--- config.mk ---
export PLATFORM = sky130hd
export DESIGN_NAME = tvmf_queue
export DESIGN_NICKNAME = d
export VERILOG_FILES = /design/src/hdl/tvmf_queue.sv
export SDC_FILE = /design/constraint.sdc
export NUM_CORES = 1
export LEC_CHECK = 0
export BUFFER_PORTS_ARGS = -buffer_cell sky130_fd_sc_hd__buf_2
export CORE_MARGIN = 4
export CORE_UTILIZATION = 49
export CTS_BUF_LIST = sky130_fd_sc_hd__clkbuf_8
export CTS_CLUSTER_DIAMETER = 60
export DETAILED_ROUTE_END_ITERATION = 8
export PLACE_DENSITY = 0.87
export SETUP_SLACK_MARGIN = 0.02
export SLEW_MARGIN = 0
export SYNTH_ARGS = -nofsm -noshare
export SYNTH_HDL_FRONTEND = slang
export SYNTH_SLANG_ARGS = --single-unit
--- constraint.sdc ---
create_clock -name clk -period 11.5 [get_ports clk]
set_input_delay 2.3 -clock clk [delete_from_list [all_inputs] [get_ports clk]]
set_output_delay 2.3 -clock clk [all_outputs]
set_load 0.03 [all_outputs]
--- src/hdl/tvmf_queue.sv ---
// ----------------------------------------------------------------------------
// tvmf_queue: two-entry request queue
// Decouples window building from the scoring pipeline.
// ----------------------------------------------------------------------------
module tvmf_queue #(
    parameter int WIDTH = 240
) (
    input  logic             clk,
    input  logic             rst_n,
    input  logic             push_valid,
    output logic             push_ready,
    input  logic [WIDTH-1:0] push_data,
    output logic             pop_valid,
    input  logic             pop_ready,
    output logic [WIDTH-1:0] pop_data
);

    logic [WIDTH-1:0] data_reg [2];
    logic [1:0]       count_reg;
    logic             wp_reg;
    logic             rp_reg;
    logic             push_acc;
    logic             pop_acc;

    assign push_ready = (count_reg != 2'd2);
    assign pop_valid  = (count_reg != 2'd0);
    assign pop_data   = data_reg[rp_reg];
    assign push_acc   = push_valid && push_ready;
    assign pop_acc    = pop_valid && pop_ready;

    always_ff @(posedge clk or negedge rst_n)
    begin
        if (!rst_n)
        begin
            count_reg <= 2'd0;
            wp_reg    <= 1'b0;
            rp_reg    <= 1'b0;
        end
        else
        begin
            if (push_acc)
            begin
                wp_reg <= !wp_reg;
            end
            if (pop_acc)
            begin
                rp_reg <= !rp_reg;
            end
            if (push_acc && !pop_acc)
            begin
                count_reg <= count_reg + 2'd1;
            end
            else if (pop_acc && !push_acc)
            begin
                count_reg <= count_reg - 2'd1;
            end
        end
    end

    always_ff @(posedge clk)
    begin
        if (push_acc)
        begin
            data_reg[wp_reg] <= push_data;
        end
    end

    a_count_up: assert property (@(posedge clk) disable iff (!rst_n)
        (push_acc && !pop_acc) |=> (count_reg == $past(count_reg) + 2'd1))
        else $error("queue count did not follow a lone push");

endmodule

# Word-level counts from Yosys, hierarchy flattened
# Memories as Yosys holds them, arrays and structs flattened.
# Index checks and enable logic that the tools add are counted.
# totals
memories	1
regBits	4
wordCells	21
ramBits	480
out_inout_bits	242
in_bits	244
# mem_list
memory	words	width	read_ports	rd_clocked_by_memory_dff	write_ports	line	rtl
data_reg	2	240	1	0	1	18	logic [WIDTH-1:0] data_reg [2];
# op_classes
n_mux	4
n_reduce_logical	10
eq_ne	1
add_sub_neg	2
# ops
op	count
logical AND 1 bit	4
logical NOT 1 bit	4
2-to-1 mux 2 bit	2
nonzero test 2 bit	2
adder 2 x 1 -> 2 bit (second input constant)	1
2-to-1 mux 1 bit	2
inequality test 2 bit (second input constant)	1
subtractor 2 x 1 -> 2 bit (second input constant)	1

# Depth between registers and ports, before layout
# Gate-level depths: netlist of run 1.
# logic_depth
depth_word	6
depth_mapped	7

# Worst setup path before layout of run 1
# Ideal clock, no wire load.
# synth_timing
kind	input -> register
from	input push_valid
to	memory data_reg[0][0] (enable)
t_arrival_ns	12.343
required_ns	10.654
path_buffers	0
setup_ns	0.846
slack_ns	-1.689
stages	2
cell_sequence	nand2_1 nor2_1
# synth_via
elab_chain_len	3
# synth_lines
element	line	rtl
start: declaration	10	input logic push_valid,
logical AND 1 bit	28	assign push_acc = push_valid && push_ready;
2-to-1 mux 1 bit	62	if (push_acc)
2-to-1 mux 1 bit (implied by the code)	64	data_reg[wp_reg] <= push_data;
end: declaration	18	
# No other way between the ends.

# Final worst setup path of run 1
# layout_timing
from	register rp_reg
to	output pop_data[115]
# layout_via
elab_chain_len	1
# layout_lines
element	line	rtl
start: declaration	21	logic rp_reg;
start signal: assignment	47	rp_reg <= !rp_reg;
memory read (2 x 240 bit)	--	
end: declaration	15	output logic [WIDTH-1:0] pop_data
# No other way between the ends.

==> results of run 1 <==
## layout make-up
type / instances / area [um2] / share of cell area [%]
well taps: 468 / 586 / 2.60
inverters: 1 / 3.75 / 0.0167
flip-flops and latches: 484 / 14500 / 64.6
repair buffers: 493 / 2500 / 11.1
multi-input cells: 253 / 3520 / 15.7
clock buffers: 79 / 1090 / 4.84
diodes: 8 / 20.0 / 0.0891
clock inverters: 55 / 246 / 1.10
## worst max-delay path: cells and delay by family (launching register included)
kind     cells  cell delay [ns]
buf+inv      2             1.10
mux          1             0.38
flops        1             0.99
## metrics by stage
stage                     std cells  setup slack [ns]  utilization (%)  instance area [um2]  power [mW]
after floorplan                 765              2.38                -                18300        4.54
after global placement         1699              6.01             57.6                21100        5.00
after detailed placement       1699              5.94             57.6                21100        5.05
after CTS                      1833              5.95             61.2                22500        6.35
after global routing           1840              5.85             61.2                22500        6.56
final                          1841              6.03             61.3                22500        6.29
## layer usage
layer	wire length, um	share of wire (%)
met2	19500	51
met4	1220	3.1
met3	3500	9.1
met5	41	0.11
met1	14400	37
## power by group
group          internal, mW  total [mW]  leakage, nW  switching (mW)
combinational         0.923        2.45         3.76            1.53
clock                 0.640        1.27        0.766           0.635
sequential             2.42        2.56         4.50           0.139
## cells in the mapped netlist
master	n	area [um2]
and3_1	1	6.26
buf_2	5	25.0
buf_6	21	236
buf_8	1	15.0
dfrtp_1	4	100
edfxtp_1	480	14400
ha_1	1	12.5
inv_1	1	3.75
mux2_2	50	563
mux2_4	190	2850
nand2_1	2	7.51
nand2b_1	1	6.26
nor2_1	2	7.51
or2_2	1	6.26
xnor2_1	3	26.3
xor2_1	2	17.5
## path summary, 6_finish.rpt
| kind | end | slack, ns | cells past startpoint |
|---|---|---|---|
| worst max-delay path | pop_data[115] | 6.03 | 3 |
| worst min-delay path | count_reg[1]$_DFFE_PN0P_ | 0.50 | 1 |
| worst max register to register | data_reg[0][42]$_DFFE_PP_ | 7.65 | 5 |
| worst min register to register | count_reg[1]$_DFFE_PN0P_ | 0.50 | 1 |
| max in group asynchronous | rp_reg$_DFFE_PN0P_ | 9.85 | 1 |
| min in group asynchronous | rp_reg$_DFFE_PN0P_ | 1.50 | 1 |
## cells by family after synthesis
kind of cell	count (synthesis)
buffers and inverters	28
adders and majority gates	1
muxes	240
and+or+nand+nor	7
DFF	484
xor gates and xnor gates	5
==> run_results.csv, run 1 <==
group,metric,value,unit
outcome,status,"finished, final reports clean",
clocking,numCtsBuffers,78,
critical_path,setup.worst_path.start,"rp_reg$_DFFE_PN0P_",
logic_synthesis,netlist_instances,765,
clocking,cts_tree,"yes",
finish,final_common_cell,"buf_2",
die,io_pins,486,
grt,grt_pass1_vias,10052,
detailed_routing,drt-total-wl,38700,um
finish,final_cell_mix,"buf_2 (485), edfxtp_1 (480), mux2_4 (190), clkbuf_8 (79), mux2_2 (50)",
power_and_ir_drop,leakage,9.03,nW
clocking,cts.clk_slew.worst_paths,0.06,ns
detailed_routing,first_pass_iters,4,
logic_synthesis,syn-cell-area,18300,um2
die,dieArea,40500,um2
clocking,root_buffer,"clkbuf_8",
critical_path,crit_type,"reg2out",
grt,grt_max_degree,134,
sta,rsz0062_at_grt,"false",
critical_path,r2r-start,"count_reg[0]$_DFFE_PN0P_",
finish,nets,1556,
logic_synthesis,synthSimpleGateAreaFrac,0.185,%
sta,relSlewSlack,16.1,%
sta,finalSetupViolCount,0,
power_and_ir_drop,ir_drop,0.271,mV
clocking,clock-sinks,484,
die,initial_core_util,49.9,%
placed_design,finalWeightedCongestion,0.795,
sta,tightest_slew,1.26,ns
grt,global_route.peak_usage_layer,"met2",
critical_path,cp_cell_sequence,"buf_4 -> mux2_4 -> buf_2",
clocking,cts_hold_buf,0,
grt,grtUsageMet1,21.8,%
placed_design,dp_hpwl,26600,um
detailed_routing,via_per_inst,5.07,
logic_synthesis,ys_types,16,
grt,overflow,0,
die,fp.dieH,201,um
logic_synthesis,avgSynthCellArea,23.9,um2
detailed_routing,wl_per_cell,21.0,um
detailed_routing,ant_nets,0,
detailed_routing,vias,9339,
sta,slew_viol_final,0,
sta,fin_setup_tns,0,ns
critical_path,path_max_fanout,55,
critical_path,critPathMaxStageDelay,0.99,ns
die,fp-row-count,70,
logic_synthesis,synth_mux_area_share,18.7,%
placed_design,io_buffer_count,485,
sta,fin_crit,5.47,ns
finish,syn2layout_area_growth,22.8,%
die,die_w,201,um
grt,met2_usage,30.8,%
detailed_routing,route.detailed.drc,0,
logic_synthesis,yosys_warnings,0,
finish,drive_above_1_share,60.9,%
logic_synthesis,ys_ff_latch,484,
worst_hold_path,min_from,"count_reg[1]$_DFFE_PN0P_",
clocking,cts-resized-gates,0,
sta,whs,0.502,ns
logic_synthesis,synth_compound_area_share,0,%
critical_path,slowest_stage,"dfrtp_4",
power_and_ir_drop,power_per_cell_area,280,nW/um2
critical_path,required,9.20,ns
sta,finClkSkew,0.0204,ns
critical_path,worstPathArrival,3.17,ns
finish,final.fill_count,2482,
logic_synthesis,synthXorXnorAreaFrac,0.239,%
clocking,worstSkewPairLatency,0.61,ns
sta,fin_crit_sh,47.6,%
grt,antenna_found_initial,12,
logic_synthesis,synth_top_family_by_area,"multiplexers",
logic_synthesis,synth_adder_area_share,0.0684,%
logic_synthesis,ys_seq_area_share,79.3,%
finish,largest_reg_flops,480,
clocking,post-cts-setup-buffers,0,
logic_synthesis,synth_nets,1010,
die,coreArea,36700,um2
grt,grtUsageMet3,7.12,%
worst_hold_path,min_path_type,"reg2reg",
grt,grt_first_pass_wirelength,58000,um
critical_path,crit_path_start_kind,"register",
sta,hold_violations,0,
clocking,cts_buffer_depth,3,
grt,grt_use_total,18.5,%
critical_path,crit_path_end_kind,"primary output",
clocking,h-tree-depth,3,
sta,fmax,0.183,GHz
detailed_routing,drt_iter0_drc,523,
job,drv_cap,0,
(Power assumes the default switching activity.)
==> inputs of run 2 (changes only) <==
==> constraint.sdc (replaced) <==
create_clock -name clk -period 4.8 [get_ports clk]
set_input_delay 0.96 -clock clk [delete_from_list [all_inputs] [get_ports clk]]
set_output_delay 0.96 -clock clk [all_outputs]
set_load 0.03 [all_outputs]
==> run_results.csv, run 2 (synthesized netlist as in run 1, its figures left out) <==
group,metric,value,unit
outcome,status,"finished, final reports clean",
detailed_routing,via_per_inst,5.11,
die,coreArea,36700,um2
sta,fin_crit,3.63,ns
clocking,post-cts-setup-buffers,0,
clocking,root_buffer,"clkbuf_8",
critical_path,path_max_fanout,53,
placed_design,finalWeightedCongestion,0.818,
detailed_routing,wl_per_cell,22.2,um
sta,finClkSkew,0.0262,ns
sta,tightest_slew,1.10,ns
detailed_routing,route.detailed.drc,0,
placed_design,placed_cell_area,21400,um2
clocking,clock-sinks,484,
critical_path,required,3.84,ns
grt,grt_max_degree,73,
critical_path,crit_path_start_kind,"register",
placed_design,io_buffer_count,485,
sta,fin_crit_sh,75.6,%
finish,multi_input_area,3530,um2
grt,overflow,0,
sta,hold_violations,0,
die,fp.dieH,201,um
sta,relSlewSlack,26.3,%
critical_path,crit_type,"reg2out",
finish,finalNonFillerCells,1848,
finish,fin_area,22700,um2
sta,finalSetupViolCount,0,
detailed_routing,vias,9445,
clocking,cts_hold_buf,0,
finish,final_common_cell,"buf_2",
grt,grt_use_total,19.8,%
finish,largest_reg_flops,480,
critical_path,critPathMaxStageDelay,1.07,ns
detailed_routing,first_pass_iters,4,
clocking,numCtsBuffers,76,
power_and_ir_drop,ir_drop,0.500,mV
worst_hold_path,min_path_type,"in2async",
die,io_pins,486,
sta,rsz0062_at_grt,"false",
clocking,worstSkewPairLatency,0.63,ns
sta,fmax,0.276,GHz
detailed_routing,drt-total-wl,41100,um
power_and_ir_drop,leakage,9.12,nW
clocking,cts_buffer_depth,3,
placed_design,dp_hpwl,28800,um
grt,grt_first_pass_wirelength,61300,um
die,die_w,201,um
finish,seqCellArea,14500,um2
job,drv_cap,0,
critical_path,slowest_stage,"dfrtp_4",
clocking,cts-resized-gates,0,
critical_path,cp_cell_sequence,"buf_4 -> mux2_2 -> buf_2",
finish,nets,1568,
grt,antenna_found_initial,8,
detailed_routing,drt_iter0_drc,482,
critical_path,crit_path_end_kind,"primary output",
sta,slew_viol_final,0,
grt,grt_pass1_vias,10328,
detailed_routing,ant_nets,0,
finish,final_cell_mix,"buf_2 (485), edfxtp_1 (480), mux2_4 (190), clkbuf_8 (78), mux2_2 (50)",
clocking,h-tree-depth,3,
placed_design,dp_cells,1713,
clocking,cts_tree,"yes",
critical_path,reg2regPathDepth,4,
finish,final.fill_count,2460,
finish,drive_above_1_share,61.3,%
die,fp-row-count,70,
die,initial_core_util,49.9,%
clocking,cts.clk_slew.worst_paths,0.06,ns
die,dieArea,40500,um2
critical_path,worstPathArrival,2.67,ns
power_and_ir_drop,power_per_cell_area,672,nW/um2
finish,syn2layout_area_growth,24.1,%
run 2: cell types whose count changed in the layout (fill, tap and decap cells not counted):
cell	previous run	this run
buf_12	1	10
buf_4	7	12
bufinv_16	0	1
clkbuf_8	79	78
clkinv_2	8	6
clkinvlp_4	4	6
diode_2	8	3
inv_6	3	1
nand2_1	2	1
nand2_8	0	1
run 2: path summary, 6_finish.rpt:
path,from,slack (ns),endpoint
max,rp_reg$_DFFE_PN0P_,1.17,pop_data[5]
min,rst_n,0.15,count_reg[0]$_DFFE_PN0P_
max reg2reg,count_reg[0]$_DFFE_PN0P_,2.34,data_reg[0][233]$_DFFE_PP_
min reg2reg,count_reg[0]$_DFFE_PN0P_,0.52,count_reg[0]$_DFFE_PN0P_
max in group asynchronous,rst_n,4.52,rp_reg$_DFFE_PN0P_
min in group clk,push_data[203],0.52,data_reg[0][203]$_DFFE_PP_
run 2: per-layer routing:
| layer | part of all wire, % | global-route usage, % | wire length (um) |
|---|---|---|---|
| met1 | 37 | 23.0 | 15200 |
| met3 | 8.9 | 6.74 | 3640 |
| met2 | 51 | 34.1 | 20900 |
| met4 | 2.9 | 8.11 | 1200 |
| met5 | 0.19 | 0 | 78 |
run 2: layout make-up:
type                            count  area share (%)
Antenna cell                        3          0.0331
Clock buffer                       78            4.73
Clock inverter                     54            1.16
Inverter                            1          0.0165
Multi-Input combinational cell    253            15.6
Sequential cell                   484            63.9
Tap cell                          468            2.58
Timing Repair Buffer              507            12.0
run 2: through the flow:
step	setup WS, ns	util (%)	hold WS, ns	TNS (ns)	total power [mW]
2_1_floorplan	-0.202	-	0.456	-48.50	10.8
3_3_place_gp	1.79	58.2	0.475	0	12.1
3_5_place_dp	1.78	58.2	0.522	0	12.3
4_1_cts	1.08	61.8	0.0828	0	15.4
5_1_grt	1.03	61.9	0.0954	0	15.9
6_report	1.17	61.9	0.148	0	15.2
run 2: report_power, final:
part | switching (mW) | internal, mW | total (mW)
logic | 3.75 | 2.29 | 6.04
registers | 0.354 | 5.78 | 6.13
clock network | 1.51 | 1.56 | 3.08
run 2: worst max-delay path, delay by kind of cell (launching register included):
kind / cells / cell delay (ns)
buffers and inverters: 2 / 0.58
flip-flops: 1 / 1.07
multiplexers: 1 / 0.38
==> inputs of run 3 (changes only) <==
--- a/config.mk
+++ b/config.mk
@@ -7,11 +7,11 @@
 export LEC_CHECK = 0
 export BUFFER_PORTS_ARGS = -buffer_cell sky130_fd_sc_hd__buf_2
 export CORE_MARGIN = 4
-export CORE_UTILIZATION = 49
+export CORE_UTILIZATION = 54
 export CTS_BUF_LIST = sky130_fd_sc_hd__clkbuf_8
 export CTS_CLUSTER_DIAMETER = 60
 export DETAILED_ROUTE_END_ITERATION = 8
-export PLACE_DENSITY = 0.87
+export PLACE_DENSITY = 0.91
 export SETUP_SLACK_MARGIN = 0.02
 export SLEW_MARGIN = 0
 export SYNTH_ARGS = -nofsm -noshare
==> constraint.sdc (replaced) <==
create_clock -name clk -period 3.4 [get_ports clk]
set_input_delay 0.68 -clock clk [delete_from_list [all_inputs] [get_ports clk]]
set_output_delay 0.68 -clock clk [all_outputs]
set_load 0.03 [all_outputs]
==> run_results.csv, run 3 (synthesized netlist as in run 1, its figures left out) <==
group,metric,value,unit
outcome,status,"finished, final reports clean",
grt,grt_pass1_vias,10221,
finish,syn2layout_area_growth,23.9,%
critical_path,worstPathArrival,2.47,ns
grt,overflow,0,
clocking,root_buffer,"clkbuf_8",
die,initial_core_util,54.7,%
finish,final_common_cell,"buf_2",
power_and_ir_drop,p_int,13.6,mW
critical_path,path_max_fanout,36,
die,coreArea,33400,um2
detailed_routing,wl_per_cell,22.3,um
finish,final_core_util,67.8,%
sta,fmax,0.318,GHz
worst_hold_path,min_from,"push_data[149]",
detailed_routing,drt-total-wl,40700,um
worst_hold_path,whs_endpoint,"data_reg[1][149]$_DFFE_PP_",
power_and_ir_drop,ir_drop,0.823,mV
clocking,worstSkewPairLatency,0.62,ns
detailed_routing,vias,9515,
power_and_ir_drop,netSwitchingFraction,36.7,%
clocking,post-cts-setup-buffers,0,
critical_path,r2r_end,"data_reg[1][57]$_DFFE_PP_",
die,fp.dieH,192,um
clocking,cts_tree,"yes",
placed_design,dp_hpwl,28000,um
sta,rsz0062_at_grt,"false",
finish,nets,1568,
power_and_ir_drop,p_clk_share,20.0,%
detailed_routing,route.detailed.drc,0,
grt,antenna_found_initial,16,
sta,layout_setup_ws,0.255,ns
placed_design,dp_slack,0.863,ns
power_and_ir_drop,leakage,9.13,nW
finish,final_cell_mix,"buf_2 (485), edfxtp_1 (480), mux2_4 (190), clkbuf_8 (79), mux2_2 (50)",
die,dieArea,36900,um2
sta,whs,0.245,ns
detailed_routing,drt_iter0_drc,557,
job,drv_cap,0,
critical_path,r2r_slack,1.36,ns
critical_path,crit_path_start_kind,"register",
detailed_routing,via_per_inst,5.21,
sta,tightest_slew,0.755,ns
power_and_ir_drop,p_seq_share,40.2,%
detailed_routing,first_pass_iters,4,
critical_path,r2r-start,"count_reg[0]$_DFFE_PN0P_",
placed_design,dp_cells,1692,
finish,largest_reg_flops,480,
clocking,cts-resized-gates,0,
worst_hold_path,worstHoldPathCells,1,
sta,slew_viol_final,0,
sta,finalSetupViolCount,0,
die,io_pins,486,
critical_path,required,2.72,ns
placed_design,finalWeightedCongestion,0.834,
grt,grt_max_degree,126,
sta,finClkSkew,0.0245,ns
clocking,cts_buffer_depth,3,
placed_design,io_buffer_count,485,
sta,fin_setup_tns,0,ns
sta,fin_crit,3.15,ns
finish,drive_above_1_share,61.5,%
sta,hold_violations,0,
die,die_w,192,um
power_and_ir_drop,switching_power,7.91,mW
worst_hold_path,min_path_type,"in2reg",
clocking,h-tree-depth,3,
power_and_ir_drop,comb_power_share,39.8,%
grt,grt_use_total,21.3,%
power_and_ir_drop,power_per_cell_area,950,nW/um2
die,fp-row-count,67,
sta,fin_crit_sh,92.5,%
clocking,numCtsBuffers,76,
power_and_ir_drop,design_power_total,21.5,mW
sta,relSlewSlack,49.7,%
grt,grt_first_pass_wirelength,58400,um
finish,finalNonFillerCells,1827,
critical_path,crit_type,"reg2out",
finish,fin_area,22700,um2
detailed_routing,ant_nets,0,
placed_design,placed_cell_area,21300,um2
clocking,cts.clk_slew.worst_paths,0.06,ns
clocking,clock-sinks,484,
critical_path,crit_path_end_kind,"primary output",
critical_path,reg2regPathDepth,3,
## run 3: area by class of cell
type,instances,area [um2]
antenna,9,22.5
clock buffer,79,1090
clock inverter,46,225
fill,2021,10800
inverter,1,3.75
multi-input combinational,253,3540
sequential,484,14500
tap,448,561
timing repair buffer,507,2720
## run 3: timing repair
action | CTS | global route
hold buffers | 1 | 0
endpoints found under the hold margin | 4 | 0
setup endpoints to repair | 0 | 0
## run 3: layer usage
| layer | part of all wire, % | vias to the layer above | track usage [%] |
|---|---|---|---|
| met5 | 0.25 | - | 0 |
| met4 | 3.6 | 14 | 10.0 |
| met3 | 11 | 101 | 8.07 |
| met2 | 52 | 538 | 36.8 |
| met1 | 33 | 4673 | 23.1 |
| li1 | - | 4189 | - |
## run 3: power groups by stage
stage	Sequential (mW)	Clock [mW]	Combinational (mW)
finish	8.65	4.31	8.58
global route	8.76	4.72	8.95
CTS	8.66	4.43	8.64
detailed placement	8.77	0	8.58
global placement	8.65	0	8.46
floorplan	8.66	0	6.54
## run 3: worst max-delay path by stage
stage,startpoint,to,slack (ns),cells after the start
final,rp_reg$_DFFE_PN0P_,pop_data[230],0.25,3
after global routing,rp_reg$_DFFE_PN0P_,pop_data[230],0.16,3
after CTS,rp_reg$_DFFE_PN0P_,pop_data[237],0.19,3
after detailed placement,rp_reg$_DFFE_PN0P_,pop_data[237],0.86,3
after global placement,rp_reg$_DFFE_PN0P_,pop_data[159],0.89,3
after floorplan,push_valid,data_reg[0][0]$_DFFE_PP_,-1.29,2
## run 3: critical path, stage by stage, from the launching register on
cell,delay [ns]
dfrtp_4,0.91
buf_4,0.36
mux2_2,0.38
buf_2,0.20
